## src/design/bra_pkg.sv

```systemverilog
package bra_pkg;

   // map geometry
   localparam int MAP_BYTES = 128;
   localparam int ADDR_W    = $clog2(MAP_BYTES);
   localparam int BYTE_W    = 8;
   localparam int BIT_SEL_W = $clog2(BYTE_W);
   localparam int MNG_W     = $clog2(MAP_BYTES + 1);
   localparam int LIM_W     = MNG_W + BIT_SEL_W;

   // field widths
   localparam int OP_W   = 2;
   localparam int LEN_W  = 11;
   localparam int IDX_W  = 10;
   localparam int CSR_W  = 8;

   localparam logic [CSR_W-1:0] CSR_BYTES_RESET = CSR_W'(128);

   // operation codes
   typedef enum logic [OP_W-1:0] {
      OP_CLEAR = 2'd0,
      OP_SCAN  = 2'd1,
      OP_WRITE = 2'd2
   } op_type;

   // map memory access
   typedef struct packed {
      logic              clear;
      logic              rd_en;
      logic [ADDR_W-1:0] rd_addr;
      logic              wr_en;
      logic [ADDR_W-1:0] wr_addr;
      logic [BYTE_W-1:0] wr_data;
   } ram_req_type;

   // run counter control
   typedef struct packed {
      logic init;
      logic step;
   } scan_ctl_type;

   // run counter outcome for the current byte
   typedef struct packed {
      logic             hit;
      logic [IDX_W-1:0] start_index;
   } scan_hit_type;

endpackage

```

## src/design/bra_map_ram.sv

```systemverilog
module bra_map_ram (
   input  logic                                clock,
   input  logic                                reset,
   input  bra_pkg::ram_req_type                req,
   output logic [bra_pkg::BYTE_W-1:0]          rd_data
);

   logic [bra_pkg::BYTE_W-1:0] mem [bra_pkg::MAP_BYTES];
   logic [bra_pkg::MAP_BYTES-1:0] valid_ff;
   logic [bra_pkg::MAP_BYTES-1:0] valid_in;
   logic [bra_pkg::BYTE_W-1:0] rd_data_ff;

   // per-byte valid bits, an invalid byte reads as all free
   always_comb begin
      valid_in = valid_ff;
      if (req.clear) begin
         valid_in = '0;
      end else if (req.wr_en) begin
         valid_in[req.wr_addr] = 1'b1;
      end
   end

   always_ff @(posedge clock) begin
      if (reset) begin
         valid_ff <= '0;
      end else begin
         valid_ff <= valid_in;
      end
   end

   // byte storage, one write and one registered read per cycle
   always_ff @(posedge clock) begin
      if (req.wr_en) begin
         mem[req.wr_addr] <= req.wr_data;
      end
      if (req.rd_en) begin
         rd_data_ff <= valid_ff[req.rd_addr] ? mem[req.rd_addr] : '0;
      end
   end

   assign rd_data = rd_data_ff;

endmodule

```

## src/design/bra_run_scan.sv

```systemverilog
module bra_run_scan (
   input  logic                                clock,
   input  bra_pkg::scan_ctl_type               ctl,
   input  logic [bra_pkg::LEN_W-1:0]           run_length,
   input  logic [bra_pkg::ADDR_W-1:0]          byte_addr,
   input  logic [bra_pkg::BYTE_W-1:0]          byte_data,
   output bra_pkg::scan_hit_type               result
);

   logic [bra_pkg::LEN_W-1:0]     count_ff;
   logic [bra_pkg::LEN_W-1:0]     count_in;
   logic [bra_pkg::LEN_W-1:0]     cnt;
   logic [bra_pkg::BIT_SEL_W-1:0] pos;
   logic                          hit;
   logic [bra_pkg::LEN_W-1:0]     start_sum;

   // walk the eight bits of one byte, lowest bit first
   always_comb begin
      cnt = count_ff;
      hit = 1'b0;
      pos = '0;
      for (int j = 0; j < bra_pkg::BYTE_W; j++) begin
         if (!hit) begin
            if (byte_data[j]) begin
               cnt = '0;
            end else begin
               cnt = cnt + bra_pkg::LEN_W'(1);
               if (cnt == run_length) begin
                  hit = 1'b1;
                  pos = bra_pkg::BIT_SEL_W'(j);
               end
            end
         end
      end
   end

   // first bit of the run that ends at the hit position
   assign start_sum = bra_pkg::LEN_W'({byte_addr, pos}) + bra_pkg::LEN_W'(1) - run_length;

   assign result.hit         = hit;
   assign result.start_index = start_sum[bra_pkg::IDX_W-1:0];

   // free-bit count carried from byte to byte
   always_comb begin
      count_in = count_ff;
      if (ctl.init) begin
         count_in = '0;
      end else if (ctl.step) begin
         count_in = cnt;
      end
   end

   always_ff @(posedge clock) begin
      count_ff <= count_in;
   end

endmodule

```

## src/design/bitmap_run_allocator_unit.sv

```systemverilog
// First-fit allocation bitmap of up to 1024 bits, held one byte per entry in a
// synchronous memory. An operation is taken when start is high and busy is low.
// Clear-all is done on acceptance, without leaving idle; a bit write reads the
// byte, then writes it back. A scan reads one map byte per cycle through the
// memory read port and checks its eight bits against the running free count,
// and ends at the last managed byte or early at the first fitting run; a zero
// run length or an empty map is answered as a miss without a scan.
// The scan answer sits on rsp_found and rsp_start_index for exactly one cycle,
// marked by rsp_valid, in the cycle after the scan ends; the receiver cannot
// stall it and must take it in that cycle. Clear and write give no answer.
// The csr_ register may be written only while busy is low and no answer is due.
module bitmap_run_allocator_unit (
   input  logic                               clock,
   input  logic                               reset,
   input  logic                               start,
   output logic                               busy,
   input  logic [bra_pkg::OP_W-1:0]           req_opcode,
   input  logic [bra_pkg::LEN_W-1:0]          req_run_length,
   input  logic [bra_pkg::IDX_W-1:0]          req_bit_index,
   input  logic                               req_bit_value,
   output logic                               rsp_valid,
   output logic                               rsp_found,
   output logic [bra_pkg::IDX_W-1:0]          rsp_start_index,
   input  logic                               csr_wr_en,
   input  logic [bra_pkg::CSR_W-1:0]          csr_wr_data
);

   typedef enum logic [2:0] {
      ST_IDLE  = 3'b001,
      ST_WRITE = 3'b010,
      ST_SCAN  = 3'b100
   } state_type;

   state_type                        state_ff, state_in;
   logic [bra_pkg::CSR_W-1:0]        csr_bytes_ff, csr_bytes_in;
   logic [bra_pkg::MNG_W-1:0]        managed;
   logic [bra_pkg::LIM_W-1:0]        limit_bits;
   logic                             accept;
   logic                             in_range;

   logic [bra_pkg::LEN_W-1:0]        len_ff, len_in;
   logic [bra_pkg::ADDR_W-1:0]       addr_ff, addr_in;
   logic [bra_pkg::BIT_SEL_W-1:0]    bit_sel_ff, bit_sel_in;
   logic                             bit_value_ff, bit_value_in;
   logic                             last_byte;

   logic                             rsp_valid_ff, rsp_valid_in;
   logic                             rsp_found_ff, rsp_found_in;
   logic [bra_pkg::IDX_W-1:0]        rsp_start_ff, rsp_start_in;

   bra_pkg::ram_req_type             ram_req;
   logic [bra_pkg::BYTE_W-1:0]       ram_data;
   logic [bra_pkg::BYTE_W-1:0]       bit_mask;
   bra_pkg::scan_ctl_type            scan_ctl;
   bra_pkg::scan_hit_type            scan_hit;

   // configuration register
   always_comb begin
      csr_bytes_in = csr_bytes_ff;
      if (csr_wr_en) begin
         csr_bytes_in = csr_wr_data;
      end
   end

   always_ff @(posedge clock) begin
      if (reset) begin
         csr_bytes_ff <= bra_pkg::CSR_BYTES_RESET;
      end else begin
         csr_bytes_ff <= csr_bytes_in;
      end
   end

   // managed bytes, clamped to the map size
   always_comb begin
      if (int'(csr_bytes_ff) > bra_pkg::MAP_BYTES) begin
         managed = bra_pkg::MNG_W'(bra_pkg::MAP_BYTES);
      end else begin
         managed = bra_pkg::MNG_W'(csr_bytes_ff);
      end
   end

   assign limit_bits = {managed, bra_pkg::BIT_SEL_W'(0)};
   assign in_range   = bra_pkg::LIM_W'(req_bit_index) < limit_bits;
   assign busy       = (state_ff != ST_IDLE);
   assign accept     = start && !busy;
   assign last_byte  = (bra_pkg::MNG_W'(addr_ff) == managed - bra_pkg::MNG_W'(1));
   assign bit_mask   = bra_pkg::BYTE_W'(1) << bit_sel_ff;

   // operation sequencer
   always_comb begin
      state_in     = state_ff;
      len_in       = len_ff;
      addr_in      = addr_ff;
      bit_sel_in   = bit_sel_ff;
      bit_value_in = bit_value_ff;
      rsp_valid_in = 1'b0;
      rsp_found_in = 1'b0;
      rsp_start_in = '0;
      ram_req      = '0;
      scan_ctl     = '0;
      case (state_ff)
         ST_IDLE: begin
            if (accept) begin
               case (req_opcode)
                  bra_pkg::OP_CLEAR: begin
                     ram_req.clear = 1'b1;
                  end
                  bra_pkg::OP_WRITE: begin
                     if (in_range) begin
                        ram_req.rd_en   = 1'b1;
                        ram_req.rd_addr = bra_pkg::ADDR_W'(req_bit_index >> bra_pkg::BIT_SEL_W);
                        addr_in         = bra_pkg::ADDR_W'(req_bit_index >> bra_pkg::BIT_SEL_W);
                        bit_sel_in      = req_bit_index[bra_pkg::BIT_SEL_W-1:0];
                        bit_value_in    = req_bit_value;
                        state_in        = ST_WRITE;
                     end
                  end
                  bra_pkg::OP_SCAN: begin
                     if (req_run_length == '0 || managed == '0) begin
                        rsp_valid_in = 1'b1;
                     end else begin
                        ram_req.rd_en   = 1'b1;
                        ram_req.rd_addr = '0;
                        addr_in         = '0;
                        len_in          = req_run_length;
                        scan_ctl.init   = 1'b1;
                        state_in        = ST_SCAN;
                     end
                  end
                  default: begin
                  end
               endcase
            end
         end
         ST_WRITE: begin
            ram_req.wr_en   = 1'b1;
            ram_req.wr_addr = addr_ff;
            ram_req.wr_data = bit_value_ff ? (ram_data | bit_mask) : (ram_data & ~bit_mask);
            state_in        = ST_IDLE;
         end
         ST_SCAN: begin
            scan_ctl.step = 1'b1;
            if (scan_hit.hit) begin
               rsp_valid_in = 1'b1;
               rsp_found_in = 1'b1;
               rsp_start_in = scan_hit.start_index;
               state_in     = ST_IDLE;
            end else if (last_byte) begin
               rsp_valid_in = 1'b1;
               state_in     = ST_IDLE;
            end else begin
               ram_req.rd_en   = 1'b1;
               ram_req.rd_addr = addr_ff + bra_pkg::ADDR_W'(1);
               addr_in         = addr_ff + bra_pkg::ADDR_W'(1);
            end
         end
         default: begin
            state_in = ST_IDLE;
         end
      endcase
   end

   // control registers
   always_ff @(posedge clock) begin
      if (reset) begin
         state_ff     <= ST_IDLE;
         rsp_valid_ff <= 1'b0;
      end else begin
         state_ff     <= state_in;
         rsp_valid_ff <= rsp_valid_in;
      end
   end

   // operand and result word registers
   always_ff @(posedge clock) begin
      len_ff       <= len_in;
      addr_ff      <= addr_in;
      bit_sel_ff   <= bit_sel_in;
      bit_value_ff <= bit_value_in;
      rsp_found_ff <= rsp_found_in;
      rsp_start_ff <= rsp_start_in;
   end

   assign rsp_valid       = rsp_valid_ff;
   assign rsp_found       = rsp_found_ff;
   assign rsp_start_index = rsp_start_ff;

   // map storage
   bra_map_ram u_map_ram (
      .clock   (clock),
      .reset   (reset),
      .req     (ram_req),
      .rd_data (ram_data)
   );

   // free run counter
   bra_run_scan u_run_scan (
      .clock      (clock),
      .ctl        (scan_ctl),
      .run_length (len_ff),
      .byte_addr  (addr_ff),
      .byte_data  (ram_data),
      .result     (scan_hit)
   );

`ifndef SYNTHESIS
   // the write-back state of a read-modify-write always returns to idle next
   assert property (@(posedge clock) disable iff (reset)
      state_ff == ST_WRITE |=> state_ff == ST_IDLE)
      else $error("write state did not return to idle");

   // the scanned byte never leaves the managed part of the map
   assert property (@(posedge clock) disable iff (reset)
      state_ff == ST_SCAN |-> bra_pkg::MNG_W'(addr_ff) < managed)
      else $error("scan address beyond managed bytes");

   // a found run lies wholly inside the managed bits
   assert property (@(posedge clock) disable iff (reset)
      rsp_valid && rsp_found |->
         (bra_pkg::LIM_W'(rsp_start_index) + bra_pkg::LIM_W'(len_ff)) <= limit_bits)
      else $error("found run exceeds managed bits");

   // a miss always reports start index zero
   assert property (@(posedge clock) disable iff (reset)
      rsp_valid && !rsp_found |-> rsp_start_index == '0)
      else $error("miss with nonzero start index");

   // an answer follows only a scan cycle or a scan taken in idle
   assert property (@(posedge clock) disable iff (reset)
      rsp_valid |-> $past(state_ff == ST_SCAN || (accept && req_opcode == bra_pkg::OP_SCAN)))
      else $error("answer without a scan");
`endif

endmodule
```

## config.mk

```make
export PLATFORM = sky130hd
export DESIGN_NAME = bitmap_run_allocator_unit
export DESIGN_NICKNAME = d
export VERILOG_FILES = /design/src/design/bra_pkg.sv /design/src/design/bra_map_ram.sv /design/src/design/bra_run_scan.sv /design/src/design/bitmap_run_allocator_unit.sv
export SDC_FILE = /design/constraint.sdc
export NUM_CORES = 2
export LEC_CHECK = 0
export ABC_AREA = 1
export BUFFER_PORTS_ARGS = -buffer_cell sky130_fd_sc_hd__buf_2
export CAP_MARGIN = 25
export CORE_UTILIZATION = 50
export DETAILED_ROUTE_END_ITERATION = 6
export PLACE_DENSITY = 0.62
export SYNTH_ARGS = -nofsm -noshare
export SYNTH_HDL_FRONTEND = slang
export SYNTH_SLANG_ARGS = --single-unit
```

## constraint.sdc

```tcl
create_clock -name clock -period 10.37 [get_ports clock]
set_input_delay 3.111 -clock clock [delete_from_list [all_inputs] [get_ports clock]]
set_output_delay 3.111 -clock clock [all_outputs]
set_load 0.1 [all_outputs]
```

==> metrics.txt <==
# TYPE chip_impl_metric gauge
chip_impl_info{name="run_status",value="finished clean"} 1
chip_impl_metric{name="vdd_drop_max",unit="mV"} 0.196
chip_impl_metric{name="synth_area_per_cell",unit="µm²"} 9.10
chip_impl_metric{name="finalCriticalPeriod",unit="ns"} 9.64
chip_impl_metric{name="worst-slew-pin-transition",unit="ns"} 1.10
chip_impl_metric{name="worst_path_largest_cell_delay",unit="ns"} 0.37
chip_impl_info{name="worst_setup_path_start_kind",value="flop"} 1
chip_impl_metric{name="setup_tns",unit="ns"} 0
chip_impl_metric{name="syn-cell-area",unit="µm²"} 60500
chip_impl_metric{name="clockPowerShare",unit="%"} 39.7
chip_impl_metric{name="syn_inst_count",unit=""} 6651
chip_impl_metric{name="ys_warn_count",unit=""} 0
chip_impl_metric{name="via_count",unit=""} 47300
chip_impl_info{name="critical_path.top_delay_family",value="simple AND/OR/NAND/NOR gates"} 1
chip_impl_metric{name="finalClockSkew",unit="ns"} 0.0354
chip_impl_metric{name="die_area",unit="µm²"} 122000
chip_impl_metric{name="finish.utilization",unit="%"} 56.6
chip_impl_metric{name="ys_seq_area_share",unit="%"} 57.7
chip_impl_metric{name="largest_net_degree_at_the_start_of_global_routing",unit=""} 164
chip_impl_info{name="mostFrequentLayoutCells",value="sky130_fd_sc_hd__nand3_1, sky130_fd_sc_hd__nand2_1, sky130_fd_sc_hd__edfxtp_1"} 1
chip_impl_metric{name="report.final.hold_viol_count",unit=""} 0
chip_impl_metric{name="first_global_vias",unit=""} 43600
chip_impl_metric{name="ctsHoldBuffers",unit=""} 0
chip_impl_info{name="timing.hold.worst.class",value="reg -> reg"} 1
chip_impl_metric{name="drtAntennaViolNets",unit=""} 0
chip_impl_metric{name="wl",unit="µm"} 189000
chip_impl_metric{name="pwr-share-comb",unit="%"} 14.2
chip_impl_metric{name="fmax",unit="MHz"} 104
chip_impl_metric{name="clock_buffers_created_by_tritoncts",unit=""} 133
chip_impl_metric{name="gr_ovfl_total",unit=""} 0
chip_impl_metric{name="vias_per_cell",unit=""} 5.64
chip_impl_metric{name="leakagePower",unit="nW"} 27.3
chip_impl_metric{name="finalNetCount",unit=""} 6732
chip_impl_metric{name="antenna-diode-count",unit=""} 0
chip_impl_metric{name="fin_total_pwr",unit="mW"} 11.8
chip_impl_metric{name="drt-initial-drc-count",unit=""} 5319
chip_impl_metric{name="synth_fp_nets",unit=""} 6723
chip_impl_info{name="cp_slowest_cell",value="sky130_fd_sc_hd__ha_2"} 1
chip_impl_metric{name="net_switching_power",unit="mW"} 3.29
chip_impl_metric{name="path_buf_inv",unit=""} 8
chip_impl_metric{name="fp.coreArea",unit="µm²"} 120000
chip_impl_metric{name="cts_max_level",unit=""} 4
chip_impl_metric{name="fraction_of_final_layout_cells_sized_beyond_drive_strength_1",unit="%"} 9.13
chip_impl_metric{name="grt_first_pass_wirelength",unit="µm"} 273000
chip_impl_metric{name="cp_data_required_time",unit="ns"} 10.90
chip_impl_metric{name="max-slew-margin-rel",unit="%"} 26.4
chip_impl_metric{name="swShare",unit="%"} 27.9
chip_impl_metric{name="die_w",unit="µm"} 350
chip_impl_metric{name="worst_path_clk_slew",unit="ns"} 0.06
chip_impl_metric{name="clockBufferDepth",unit=""} 3
chip_impl_metric{name="wire_per_inst",unit="µm"} 22.6
chip_impl_info{name="worst_path_most_repeated_cell",value="sky130_fd_sc_hd__nand2_1"} 1
chip_impl_metric{name="drcViolationCount",unit=""} 0
chip_impl_metric{name="cts_sinks",unit=""} 1216
chip_impl_metric{name="setup_violations",unit=""} 0
chip_impl_metric{name="pins_over_their_slew_limit",unit=""} 0
chip_impl_metric{name="area_growth_syn_to_layout",unit="%"} 12.1
chip_impl_metric{name="pwr-share-seq",unit="%"} 46.1
chip_impl_metric{name="power_per_cell_area",unit="nW/µm²"} 174
chip_impl_metric{name="synth_seq_cells",unit=""} 1216
chip_impl_info{name="critical_path_class",value="reg -> reg"} 1
chip_impl_metric{name="chipHeight",unit="µm"} 350
chip_impl_metric{name="hold-worst-slack",unit="ns"} 0.455
chip_impl_info{name="tritoncts",value="yes"} 1
chip_impl_metric{name="cap_violations",unit=""} 0
chip_impl_metric{name="crit_path_max_fanout",unit=""} 26
chip_impl_info{name="clock_tree.root_cell",value="sky130_fd_sc_hd__clkbuf_16"} 1
chip_impl_metric{name="first_pass_iters",unit=""} 6
chip_impl_metric{name="yosysUniqueCellTypes",unit=""} 58
chip_impl_metric{name="gr-usage-all-layers",unit="%"} 29.7
chip_impl_metric{name="crit_arrival",unit="ns"} 10.17
chip_impl_info{name="worstSetupEndpointType",value="flop"} 1
chip_impl_metric{name="place_hpwl",unit="µm"} 111000
chip_impl_metric{name="intPower",unit="mW"} 8.50
chip_impl_metric{name="io_pins",unit=""} 49
chip_impl_metric{name="source_to_sink_clock_delay_at_the_later_pin_of_the_worst_skew_pair",unit="ns"} 0.78
chip_impl_metric{name="port_buffers",unit=""} 48
chip_impl_metric{name="initial_core_util",unit="%"} 50.4
chip_impl_metric{name="final_weighted_congestion_of_routability_driven_global_placement",unit=""} 0.924
chip_impl_info{name="final_common_cell",value="sky130_fd_sc_hd__nand3_1"} 1
chip_impl_metric{name="period_share",unit="%"} 92.9
chip_impl_metric{name="antenna_violations_before_repair",unit=""} 2
chip_impl_metric{name="fp-row-count",unit=""} 127
layer usage:
metal / vias to the layer above / wire length, µm / part of all wire (%) / track usage [%]
met5: - / 13 / 0.0069 / 0
li1: 22200 / - / - / -
met4: 2 / 8060 / 4.3 / 12.5
met1: 22800 / 78400 / 41 / 40.3
met3: 380 / 14300 / 7.6 / 4.05
met2: 1993 / 88600 / 47 / 47.8
cells by family after synthesis:
logic type      after synthesis  synth area share (%)
simple gates               3854                  30.2
buf+inv                    1338                  9.12
flops                      1216                  57.7
compound gates              185                  1.89
fa+ha+maj                    36                 0.757
xor+xnor                     22                 0.366
through the flow:
| step | worst slack [ns] | instance area [µm²] | instances |
|---|---|---|---|
| after floorplan | 1.69 | 60500 | 6651 |
| after global placement | 0.135 | 62400 | 8090 |
| after detailed placement | 0.0286 | 62500 | 8091 |
| after CTS | 0.00952 | 66800 | 8338 |
| after global routing | -0.0245 | 67900 | 8384 |
| final | 0.734 | 67900 | 8384 |
path summary, 6_finish.rpt:
| path | from | end | slack, ns | cells past startpoint |
|---|---|---|---|---|
| max | u_run_scan.count_ff[1] | u_map_ram.rd_data[5] | 0.73 | 70 |
| min | u_map_ram.valid_ff[13] | u_map_ram.valid_ff[13] | 0.46 | 2 |
| max reg2reg | u_run_scan.count_ff[1] | u_map_ram.rd_data[5] | 0.73 | 70 |
| min reg2reg | u_map_ram.valid_ff[13] | u_map_ram.valid_ff[13] | 0.46 | 2 |
tightest hold or removal path: cells and delay by family, from the launching register on:
kind            cells  cell delay (ns)
buf+inv             1             0.06
flops               1             0.30
compound gates      1             0.06
registers in the layout, indices dropped and copies added (netlist names):
name / cells
u_run_scan.count_ff: 11
u_map_ram.valid_ff: 128
rsp_start_index: 10
bit_sel_ff: 3
u_map_ram.mem: 1024
bit_value_ff: 1
state_ff: 3
rsp_found: 1
rsp_valid: 1
len_ff: 11
addr_ff: 7
u_map_ram.rd_data: 8
csr_bytes_ff: 8
area by class of cell:
type	count	area (µm²)
repair buffers	216	2340
clock buffers	196	3810
multi-input cells	4098	20500
flip-flops and latches	1216	34900
inverters	995	3780
well taps	1612	2020
fillers	10600	52100
clock inverters	51	489
cell usage after synthesis (all sizes together):
library cell | instances | share of area, %
nand3 | 1406 | 12
nand2 | 1405 | 9.1
edfxtp | 1054 | 52
inv | 981 | 6.1
nor2 | 585 | 3.9
nand3b | 384 | 4.8
buf | 203 | 2.1
dfxtp | 162 | 5.4
clkbuf | 140 | 0.87
a21oi | 63 | 0.52
o21ai | 60 | 0.58
nand4 | 46 | 0.48
ha | 35 | 0.72
o211ai | 19 | 0.24
xor2 | 18 | 0.26
nor3 | 15 | 0.12
clkinv | 14 | 0.087
nor4 | 8 | 0.083
a221oi | 6 | 0.087
a31oi | 6 | 0.062
o21bai | 5 | 0.068
o31ai | 5 | 0.062
o2111ai | 3 | 0.043
o21a | 3 | 0.037
o221ai | 3 | 0.043
a21boi | 2 | 0.025
a22oi | 2 | 0.025
o21ba | 2 | 0.033
o22ai | 2 | 0.021
or2 | 2 | 0.021
xnor2 | 2 | 0.029
a211oi | 1 | 0.012
a21o | 1 | 0.012
a31o | 1 | 0.014
fa | 1 | 0.033
nor3b | 1 | 0.012
o32ai | 1 | 0.014
or3 | 1 | 0.010
or4 | 1 | 0.012
xnor3 | 1 | 0.037
xor3 | 1 | 0.039
power groups by stage:
stage | registers, mW | clock network (mW) | logic [mW]
5_1_grt | 5.43 | 4.91 | 1.81
2_1_floorplan | 5.49 | 0 | 1.06
6_report | 5.43 | 4.68 | 1.68
3_3_place_gp | 5.53 | 0 | 1.55
4_1_cts | 5.42 | 4.74 | 1.56
3_5_place_dp | 5.53 | 0 | 1.56
timing repair:
action / in CTS / in global routing
setup buffers: 0 / 24
gates resized for setup: 1 / 106
pin swaps: 0 / 13
cloned: 0 / 19
setup endpoints to repair: 8 / 14
No activity file was read; power rests on OpenSTA's default activity.
